$ cat src/rtl/stable_priority_queue_assert.svh
// ----------------------------------------------------------------------------
// stable priority queue assertion macros
// clocked on i_clk, disabled while i_rst_n is low
// ----------------------------------------------------------------------------
`ifndef STABLE_PRIORITY_QUEUE_ASSERT_SVH
`define STABLE_PRIORITY_QUEUE_ASSERT_SVH

// condition implies consequence in the same cycle
`define SPQ_ASSERT_IMPL(lbl, cond, cons) \
    lbl: assert property (@(posedge i_clk) disable iff (!i_rst_n) (cond) |-> (cons)) \
        else $error("spq assertion failed");

// condition implies consequence in the next cycle
`define SPQ_ASSERT_NEXT(lbl, cond, cons) \
    lbl: assert property (@(posedge i_clk) disable iff (!i_rst_n) (cond) |=> (cons)) \
        else $error("spq assertion failed");

`endif

$ cat src/rtl/spq_pkg.sv
// ----------------------------------------------------------------------------
// spq_pkg
// types, codes and sizes shared by the stable priority queue
// ----------------------------------------------------------------------------
`default_nettype none

package spq_pkg;

    localparam int DEPTH = 16;
    localparam int IDX_W = $clog2(DEPTH);
    localparam int CNT_W = $clog2(DEPTH + 1);

    localparam logic [1:0] REQ_ADD  = 2'd0;
    localparam logic [1:0] REQ_PROC = 2'd1;
    localparam logic [1:0] REQ_LIST = 2'd2;

    localparam logic [2:0] PRIO_MIN = 3'd1;
    localparam logic [2:0] PRIO_MAX = 3'd5;

    localparam logic [2:0] ST_ADDED     = 3'd0;
    localparam logic [2:0] ST_DUP       = 3'd1;
    localparam logic [2:0] ST_BADPRIO   = 3'd2;
    localparam logic [2:0] ST_FULL      = 3'd3;
    localparam logic [2:0] ST_PROCESSED = 3'd4;
    localparam logic [2:0] ST_EMPTY     = 3'd5;
    localparam logic [2:0] ST_LISTED    = 3'd6;

    typedef struct packed {
        logic [1:0]  req_type;
        logic [15:0] entry_id;
        logic [31:0] name_tag;
        logic [2:0]  priority_req;
    } t_in_item;

    typedef struct packed {
        logic [2:0]  status;
        logic [15:0] out_id;
        logic [31:0] out_tag;
        logic [2:0]  out_priority;
        logic        last;
    } t_out_item;

    typedef struct packed {
        logic [15:0] id;
        logic [31:0] tag;
        logic [2:0]  prio;
    } t_entry;

    typedef enum logic [2:0] {
        S_IDLE,
        S_SCAN,
        S_OUT,
        S_LIST
    } t_state;

    typedef enum logic [1:0] {
        RES_ADD,
        RES_EMPTY,
        RES_PROC,
        RES_LIST
    } t_res_sel;

    typedef struct packed {
        logic     load_req;
        logic     scan_step;
        logic     idx_inc;
        logic     idx_clr;
        logic     res_load;
        t_res_sel res_sel;
        logic     insert;
        logic     pop;
    } t_cmd;

    typedef struct packed {
        logic [1:0] in_req;
        logic       empty;
        logic       scan_done;
        logic       add_ok;
        logic       res_last;
    } t_sts;

endpackage

`default_nettype wire

$ cat src/rtl/spq_datapath.sv
// ----------------------------------------------------------------------------
// spq_datapath
// entry store, scan registers, fill count and result register
// ----------------------------------------------------------------------------
`default_nettype none

`include "stable_priority_queue_assert.svh"

module spq_datapath (
    input  wire logic              i_clk,
    input  wire logic              i_rst_n,
    input  wire spq_pkg::t_in_item i_in,
    input  wire spq_pkg::t_cmd     i_cmd,
    output spq_pkg::t_sts          o_sts,
    output spq_pkg::t_out_item     o_out
);
    import spq_pkg::*;

    t_entry          r_slots [DEPTH];
    t_in_item        r_req;
    logic [CNT_W-1:0] r_fill;
    logic [CNT_W-1:0] r_idx;
    logic [CNT_W-1:0] r_pos;
    logic            r_pos_found;
    logic            r_dup;
    t_out_item       r_res;
    t_out_item       n_res;
    t_entry          rd_entry;
    t_entry          new_entry;
    logic [2:0]      add_status;
    logic            list_last;

    assign rd_entry  = r_slots[r_idx[IDX_W-1:0]];
    assign new_entry = '{id: r_req.entry_id, tag: r_req.name_tag, prio: r_req.priority_req};
    assign list_last = ((r_idx + CNT_W'(1)) == r_fill);

    always_comb begin
        priority if (r_dup) begin
            add_status = ST_DUP;
        end else if (r_req.priority_req < PRIO_MIN || r_req.priority_req > PRIO_MAX) begin
            add_status = ST_BADPRIO;
        end else if (r_fill >= CNT_W'(DEPTH)) begin
            add_status = ST_FULL;
        end else begin
            add_status = ST_ADDED;
        end
    end

    always_comb begin
        n_res = '0;
        unique case (i_cmd.res_sel)
            RES_ADD: begin
                n_res.status = add_status;
                n_res.last   = 1'b1;
            end
            RES_EMPTY: begin
                n_res.status = ST_EMPTY;
                n_res.last   = 1'b1;
            end
            RES_PROC: begin
                n_res.status       = ST_PROCESSED;
                n_res.out_id       = rd_entry.id;
                n_res.out_tag      = rd_entry.tag;
                n_res.out_priority = rd_entry.prio;
                n_res.last         = 1'b1;
            end
            RES_LIST: begin
                n_res.status       = ST_LISTED;
                n_res.out_id       = rd_entry.id;
                n_res.out_tag      = rd_entry.tag;
                n_res.out_priority = rd_entry.prio;
                n_res.last         = list_last;
            end
            default: begin
                n_res = '0;
            end
        endcase
    end

    // control counters
    always_ff @(posedge i_clk) begin
        if (!i_rst_n) begin
            r_fill <= '0;
            r_idx  <= '0;
        end else begin
            if (i_cmd.insert) begin
                r_fill <= r_fill + CNT_W'(1);
            end else if (i_cmd.pop) begin
                r_fill <= r_fill - CNT_W'(1);
            end
            if (i_cmd.idx_clr) begin
                r_idx <= '0;
            end else if (i_cmd.idx_inc) begin
                r_idx <= r_idx + CNT_W'(1);
            end
        end
    end

    // request latch, scan and result register
    always_ff @(posedge i_clk) begin
        if (i_cmd.load_req) begin
            r_req       <= i_in;
            r_dup       <= 1'b0;
            r_pos_found <= 1'b0;
            r_pos       <= r_fill;
        end else if (i_cmd.scan_step) begin
            if (rd_entry.id == r_req.entry_id) begin
                r_dup <= 1'b1;
            end
            if (!r_pos_found && rd_entry.prio > r_req.priority_req) begin
                r_pos       <= r_idx;
                r_pos_found <= 1'b1;
            end
        end
        if (i_cmd.res_load) begin
            r_res <= n_res;
        end
    end

    // entry store, kept in service order
    always_ff @(posedge i_clk) begin
        if (i_cmd.insert) begin
            if (r_pos == '0) begin
                r_slots[0] <= new_entry;
            end
            for (int j = 1; j < DEPTH; j++) begin
                if (CNT_W'(j) == r_pos) begin
                    r_slots[j] <= new_entry;
                end else if (CNT_W'(j) > r_pos) begin
                    r_slots[j] <= r_slots[j-1];
                end
            end
        end else if (i_cmd.pop) begin
            for (int j = 0; j < DEPTH - 1; j++) begin
                r_slots[j] <= r_slots[j+1];
            end
        end
    end

    assign o_sts.in_req    = i_in.req_type;
    assign o_sts.empty     = (r_fill == '0);
    assign o_sts.scan_done = (r_idx >= r_fill);
    assign o_sts.add_ok    = (add_status == ST_ADDED);
    assign o_sts.res_last  = r_res.last;
    assign o_out           = r_res;

    `SPQ_ASSERT_IMPL(a_fill_bound, 1'b1, r_fill <= CNT_W'(DEPTH))
    `SPQ_ASSERT_IMPL(a_insert_not_full, i_cmd.insert, r_fill < CNT_W'(DEPTH))
    `SPQ_ASSERT_IMPL(a_pop_not_empty, i_cmd.pop, r_fill != '0)
    `SPQ_ASSERT_NEXT(a_insert_grows, i_cmd.insert, r_fill == $past(r_fill) + CNT_W'(1))

endmodule

`default_nettype wire

$ cat src/rtl/spq_ctrl.sv
// ----------------------------------------------------------------------------
// spq_ctrl
// request sequencer: scan, insert, pop and result beats
// ----------------------------------------------------------------------------
`default_nettype none

module spq_ctrl (
    input  wire logic          i_clk,
    input  wire logic          i_rst_n,
    input  wire logic          i_in_valid,
    output logic               o_in_ready,
    output logic               o_out_valid,
    input  wire logic          i_out_ready,
    input  wire spq_pkg::t_sts i_sts,
    output spq_pkg::t_cmd      o_cmd
);
    import spq_pkg::*;

    t_state r_state;
    t_state n_state;

    always_ff @(posedge i_clk) begin
        if (!i_rst_n) begin
            r_state <= S_IDLE;
        end else begin
            r_state <= n_state;
        end
    end

    always_comb begin
        n_state     = r_state;
        o_cmd       = '0;
        o_in_ready  = 1'b0;
        o_out_valid = 1'b0;
        unique case (r_state)
            S_IDLE: begin
                o_in_ready = 1'b1;
                if (i_in_valid) begin
                    unique case (i_sts.in_req)
                        REQ_ADD: begin
                            o_cmd.load_req = 1'b1;
                            n_state        = S_SCAN;
                        end
                        REQ_PROC: begin
                            o_cmd.res_load = 1'b1;
                            if (i_sts.empty) begin
                                o_cmd.res_sel = RES_EMPTY;
                            end else begin
                                o_cmd.res_sel = RES_PROC;
                                o_cmd.pop     = 1'b1;
                            end
                            n_state = S_OUT;
                        end
                        REQ_LIST: begin
                            o_cmd.res_load = 1'b1;
                            if (i_sts.empty) begin
                                o_cmd.res_sel = RES_EMPTY;
                                n_state       = S_OUT;
                            end else begin
                                o_cmd.res_sel = RES_LIST;
                                o_cmd.idx_inc = 1'b1;
                                n_state       = S_LIST;
                            end
                        end
                        default: begin
                            n_state = S_IDLE;
                        end
                    endcase
                end
            end
            S_SCAN: begin
                if (i_sts.scan_done) begin
                    o_cmd.res_load = 1'b1;
                    o_cmd.res_sel  = RES_ADD;
                    o_cmd.insert   = i_sts.add_ok;
                    o_cmd.idx_clr  = 1'b1;
                    n_state        = S_OUT;
                end else begin
                    o_cmd.scan_step = 1'b1;
                    o_cmd.idx_inc   = 1'b1;
                end
            end
            S_OUT: begin
                o_out_valid = 1'b1;
                if (i_out_ready) begin
                    n_state = S_IDLE;
                end
            end
            S_LIST: begin
                o_out_valid = 1'b1;
                if (i_out_ready) begin
                    if (i_sts.res_last) begin
                        o_cmd.idx_clr = 1'b1;
                        n_state       = S_IDLE;
                    end else begin
                        o_cmd.res_load = 1'b1;
                        o_cmd.res_sel  = RES_LIST;
                        o_cmd.idx_inc  = 1'b1;
                    end
                end
            end
            default: begin
                n_state = S_IDLE;
            end
        endcase
    end

endmodule

`default_nettype wire

$ cat src/rtl/stable_priority_queue.sv
// ----------------------------------------------------------------------------
// stable_priority_queue
// add: the sequencer takes one scan step per stored entry, then registers the result
// process: result valid in the cycle after the request beat; list: one beat per cycle while the result side is ready
// one request at a time; next request taken the cycle after its last result beat
// reset clears the fill count, scan index and sequencer; entry store holds no reset value
// ----------------------------------------------------------------------------
`default_nettype none

module stable_priority_queue (
    input  wire logic               i_clk,
    input  wire logic               i_rst_n,
    input  wire logic               i_in_valid,
    output logic                    o_in_ready,
    input  wire spq_pkg::t_in_item  i_in,
    output logic                    o_out_valid,
    input  wire logic               i_out_ready,
    output spq_pkg::t_out_item      o_out
);
    import spq_pkg::*;

    t_cmd cmd;
    t_sts sts;

    spq_ctrl u_ctrl (
        .i_clk       (i_clk),
        .i_rst_n     (i_rst_n),
        .i_in_valid  (i_in_valid),
        .o_in_ready  (o_in_ready),
        .o_out_valid (o_out_valid),
        .i_out_ready (i_out_ready),
        .i_sts       (sts),
        .o_cmd       (cmd)
    );

    spq_datapath u_datapath (
        .i_clk   (i_clk),
        .i_rst_n (i_rst_n),
        .i_in    (i_in),
        .i_cmd   (cmd),
        .o_sts   (sts),
        .o_out   (o_out)
    );

endmodule

`default_nettype wire

$ cat config.mk
export PLATFORM = sky130hd
export DESIGN_NAME = stable_priority_queue
export DESIGN_NICKNAME = d
export VERILOG_FILES = /design/src/rtl/spq_pkg.sv /design/src/rtl/spq_datapath.sv /design/src/rtl/spq_ctrl.sv /design/src/rtl/stable_priority_queue.sv
export VERILOG_INCLUDE_DIRS = /design/src /design/src/rtl
export SDC_FILE = /design/constraint.sdc
export NUM_CORES = 2
export LEC_CHECK = 0
export BUFFER_PORTS_ARGS = -buffer_cell sky130_fd_sc_hd__buf_4
export CAP_MARGIN = 10
export CORE_ASPECT_RATIO = 2
export CORE_UTILIZATION = 48
export DETAILED_ROUTE_END_ITERATION = 8
export GPL_TIMING_DRIVEN = 0
export SLEW_MARGIN = 0
export SYNTH_ARGS = -nofsm -noshare
export SYNTH_HDL_FRONTEND = slang
export SYNTH_SLANG_ARGS = --single-unit
$ cat constraint.sdc
create_clock -name i_clk -period 16.8 [get_ports i_clk]
set_input_delay 1.68 -clock i_clk [delete_from_list [all_inputs] [get_ports i_clk]]
set_output_delay 1.68 -clock i_clk [all_outputs]
set_load 0.01 [all_outputs]
* Word-level counts from Yosys, hierarchy flattened
Memories as Yosys holds them, arrays and structs flattened. A register that Yosys moved wholly into a read port is not among the register bits. Index checks and enable logic that the tools add are counted.
Operators by class: $add $sub $neg 3, multipliers 0, divide/modulo/power cells 0, order comparisons 20, equal/unequal tests 30, shift-type cells 0, muxes and demuxes 187, bitwise gates (word level) 31, reductions and logical operators 20
Operators with widths (count):
- 51-bit two-way mux | 30
- 1-bit two-way mux | 127
- 4-bit by 5-bit == test with 1-bit output, first input constant | 8
- 4-bit by 5-bit greater-than comparator with 1-bit output, first input constant | 8
- 5-bit two-way mux | 7
- 1-bit bitwise OR | 30
- 3-bit two-way mux | 9
- 3-bit case mux with 4 select lines | 2
- 3-bit by 5-bit == test with 1-bit output, first input constant | 4
- 3-bit by 5-bit greater-than comparator with 1-bit output, first input constant | 4
- 16-bit == test | 1
- 5-bit by 1-bit adder with 5-bit output, second input constant | 2
- 2-bit by 5-bit == test with 1-bit output, first input constant | 2
- 2-bit by 5-bit greater-than comparator with 1-bit output, first input constant | 2
- 5-bit logical NOT | 2
- 3-bit case mux with 3 select lines | 1
- 2-bit two-way mux | 4
- 4-bit two-way mux | 2
- 2-bit != test, second input constant | 4
- 2-bit == test, second input constant | 3
- 3-bit by 2-bit == test with 1-bit output, second input constant | 2
- 3-bit logical NOT | 2
- 2-bit case mux with 3 select lines | 1
- 3-bit case mux with 2 select lines | 1
- 24 further kinds | 33
Storage, ports and cells: register bits 126, latch bits 0, RAM bits 816, ROM bits 0, output and inout port bits 57, word-level logic and storage cells 306, memories kept 1
Memory list:
- u_datapath.r_slots | depth 16, bits a word 51, rd ports 17, clocked after Yosys merged registers in 1, wr ports 16, line spq_datapath.sv:19 | t_entry r_slots [DEPTH];

* Logic depth before layout (Yosys ltp)
depth in word-level cells 11, mapped depth 16

* Modules after synthesis
Synthesis repeated with hierarchy kept, for this count alone.
Second synthesis, totals: cells, all modules 4265, area, all modules 51639.5 µm²
Modules (own cells, without submodules):
- spq_datapath | instances 1, cells an instance 4224, area each 51318.0 µm²
- spq_ctrl | instances 1, cells an instance 41, area each 321.6 µm²

* Worst setup path before layout
No wires, ideal clock.
path kind register to register, start point reg u_datapath.r_fill[4], end point mem u_datapath.r_slots[10][0] in the netlist's numbering, enable pin, library setup time 0.417 ns, arrival time 5.507 ns, required time 16.383 ns, setup slack 10.875 ns, cell stages (with the launch flop) 11, period minus slack after synthesis 5.925 ns, cells stage by stage dfxtp_1 clkbuf_1 inv_2 ha_1 nand2_1 a21oi_1 a21oi_1 nor3_2 nand2_1 clkbuf_1 nand3_1
RTL lines:
- start, declared | line spq_datapath.sv:21 | logic [CNT_W-1:0] r_fill;
- start signal, assigned | line spq_datapath.sv:87 | r_fill <= r_fill + CNT_W'(1);
- start signal, assigned | line spq_datapath.sv:89 | r_fill <= r_fill - CNT_W'(1);
- end, declared | line spq_datapath.sv:19

==> impl_metrics.yaml <==
status:
  status: "completed"
power_and_ir_drop:
  ir_drop_uv: 102
  switchingPower_w: 0.00157
  power.leakage_nw: 19.9
  p_per_area_nw_per_um2: 96.1
  seq_power_share_pct: 49.4
  internal_power_w: 0.00408
  switching_share_pct: 27.7
  clkPwrFrac_pct: 38.4
  p_comb_share_pct: 12.2
hold_path:
  hold_start: "u_datapath.r_pos_found"
  hp-class: "flop to flop"
  hold_path_end: "u_datapath.r_pos_found"
  min_path_cells: 2
timing:
  layout_min_cycle_time_ns: 6.10
  final.period_utilization_pct: 36.3
  layout_setup_ws_ns: 10.70
  hold_viol_final: 0
  maxSlewViolCount: 0
  rsz0062_at_grt: "no"
  max_freq_ghz: 0.164
  relSlewSlack_pct: 1.86
  setup_tns_ns: 0
  whs_ns: 0.464
  worst_pin_slew_ns: 1.47
  setup_violations: 0
  finalClockSkew_ns: 0.0274
placed_design:
  dp_hpwl_um: 172000
  place_congestion: 1.04
  placed_area_um2: 55600
  port_buffers: 113
  dp_slack_ns: 10.45
die:
  ios: 114
  start_util_pct: 48.4
  fp.dieH_um: 467
  die_w_um: 235
  die_area_um2: 110000
  core_um2: 107000
  placementRows: 170
route:
  totalWireLength_um: 241000
  via_count: 42900
  first_pass_iters: 6
  vias_per_cell: 7.03
  ant_nets: 0
  first_iter_violations: 5563
  wire_per_inst_um: 39.4
  drc: 0
critical_path:
  slowest_delay_ns: 1.12
  arrival_ns: 6.56
  crit_top_cell: "buf_2"
  endpoint_kind: "flop"
  reg2reg_to: "u_datapath.r_pos[1]"
  path_delay_family: "buffers and inverters"
  cp_max_fo: 10
  worst-path-buf-inv: 7
  crit_path_cell_trace: "buf_1 -> buf_2 -> buf_2 -> buf_2 -> buf_2 -> buf_1 -> mux4_2 -> inv_2 -> ha_1 -> nor2b_1 -> o21a_1 -> o2111ai_1 -> nand2_1"
  reg2regPathDepth: 13
  slowest_stage: "buf_1"
  crit_path_start_kind: "flop"
  critical_path_required_ns: 17.26
  worstSetupPathType: "flop to flop"
  reg2reg_slack_ns: 10.70
finish:
  drive_gt1_share_pct: 14.3
  nets: 4709
  syn2layout_area_growth_pct: 13.1
  design_area_um2: 58700
synthesis:
  synth_area_per_cell_um2: 11.9
  ys.flop_type: "edfxtp_1"
  syn_area_um2: 51900
  synth-async-reset-ratio_pct: 0
  ys_seq_area_share_pct: 54.3
  yosys_warnings: 0
  yosysTopAreaCell: "edfxtp_1"
  synth_edf_count: 927
  ys_seq_elements: 945
  ys_types: 68
  synthTopCellsByCount: "edfxtp_1, nand2_1, o21ai_1"
  syn_nets: 4446
  syn_inst: 4372
  yosys.area.top_type_share_pct: 53.6
  synthTopCellsByArea: "edfxtp_1, mux4_2, mux2i_1"
  synth.most_common_cell: "edfxtp_1"
cts:
  cts_resized: 0
  worst_skew_pair.late_latency_ns: 0.76
  cts_setup_buffers: 0
  numCtsBuffers: 92
  path_clk_slew_ns: 0.07
  root_buffer: "clkbuf_16"
  htree_num_levels: 3
  cts_buffer_depth: 3
  cts_tree: "yes"
  hold_buffers: 0
  cts_sinks: 945
global_route:
  grt_use_total_pct: 44.5
  grt_pass1_wl_um: 331000
  antenna_found_initial: 23
  grt_max_degree: 37
  grt_overflow: 0
  grt_pass1_vias: 42600
flow_run:
  maxCapViolations: 0
[cell type report]
cell class              instances  area (um^2)
fillers                      9437        48500
flip-flops and latches        945        28200
multi-input cells            2992        22200
clock buffers                 116         2490
repair buffers                169         1950
well taps                    1376         1720
plain buffers                 411         1690
clock inverters                50          413
inverters                      24         95.1
diodes                         18         45.0
[sequential cells by signal (all words and copies together), names as in the netlist, 2 cells and up, named ones only]
signal and flops:
u_datapath.r_fill 5, u_datapath.new_entry 51, u_datapath.r_pos 5, u_datapath.o_out 55
u_datapath.r_slots 816, u_datapath.r_idx 5, u_ctrl.r_state 2
[power groups by stage]
stage	clock network, W	logic (W)	registers [W]
final	0.00217	0.000687	0.00279
after global routing	0.00223	0.000706	0.00280
after CTS	0.00215	0.000655	0.00279
after detailed placement	0	0.000653	0.00284
after global placement	0	0.000615	0.00286
after floorplan	0	0.000350	0.00282
[kinds of logic (layout without fill, tap and decap cells)]
kind of cell	Yosys count	in the layout	synth area share, %
simple gates	1240	1240	9.79
flops	945	945	54.3
compound gates	884	884	9.86
mux	829	829	21.9
buf+inv	435	770	3.40
xor+xnor	22	22	0.371
fa+ha+maj	17	17	0.424
other cells	0	18	0
[per-layer routing]
metal  track usage, %  vias to the layer above  wire length [um]
met1             44.6                    21400             73100
met2             69.7                     3269            113000
met4             47.2                       16             31000
li1                 -                    17000                 -
met3             14.3                     1245             23400
met5                0                        -               113
[how the worst max path moves through the flow]
stage                              start                    endpoint  slack, ns  depth (start not counted)
floorplan           u_datapath.r_fill[4]   u_datapath.r_slots[10][0]      10.88                         10
global placement    u_datapath.r_fill[4]  u_datapath.r_slots[10][23]       4.51                         10
detailed placement              i_in[52]   u_datapath.r_slots[1][49]      10.45                         11
CTS                             i_in[52]   u_datapath.r_slots[1][49]      11.19                         11
global route                        flop         u_datapath.r_pos[3]      10.79                         13
finish                              flop         u_datapath.r_pos[1]      10.70                         13
[stage by stage]
step | total power (W) | util (%) | instances
floorplan | 0.00317 | - | 4372
global placement | 0.00347 | 50.8 | 5861
detailed placement | 0.00349 | 51.9 | 5906
CTS | 0.00559 | 54.6 | 6072
global route | 0.00573 | 54.8 | 6087
finish | 0.00565 | 54.8 | 6101
[worst min-delay path: stages (launching register included)]
cell	delay, ns
dfxtp_1	0.30
inv_1	0.06
a21oi_1	0.06
[cell usage in the layout (no fill, tap or decap), types with 9 or more instances in the layout]
master | netlist | final
clkbuf_2 | 0 | 9
and2_1 | 53 | 53
buf_8 | 0 | 18
a22oi_1 | 52 | 52
mux2_1 | 52 | 52
clkbuf_16 | 0 | 96
a31oi_1 | 104 | 104
clkinv_1 | 1 | 17
nand2_1 | 906 | 897
o21ai_0 | 23 | 20
nand3_1 | 19 | 17
mux2_2 | 12 | 12
nor2b_1 | 48 | 48
a21oi_1 | 35 | 35
diode_2 | 0 | 18
buf_16 | 0 | 18
o21ai_1 | 565 | 563
xor2_1 | 12 | 12
dfxtp_1 | 18 | 18
nor2_1 | 163 | 162
buf_1 | 45 | 44
buf_4 | 10 | 125
nand2_4 | 0 | 9
a221o_1 | 51 | 51
edfxtp_1 | 927 | 927
mux2i_1 | 527 | 527
a211oi_1 | 11 | 11
clkinv_2 | 0 | 16
buf_12 | 0 | 13
ha_1 | 16 | 16
xnor2_1 | 10 | 9
buf_2 | 69 | 69
inv_1 | 18 | 17
mux4_2 | 238 | 238
clkbuf_1 | 286 | 297
Power figures use the tool's default switching activity.
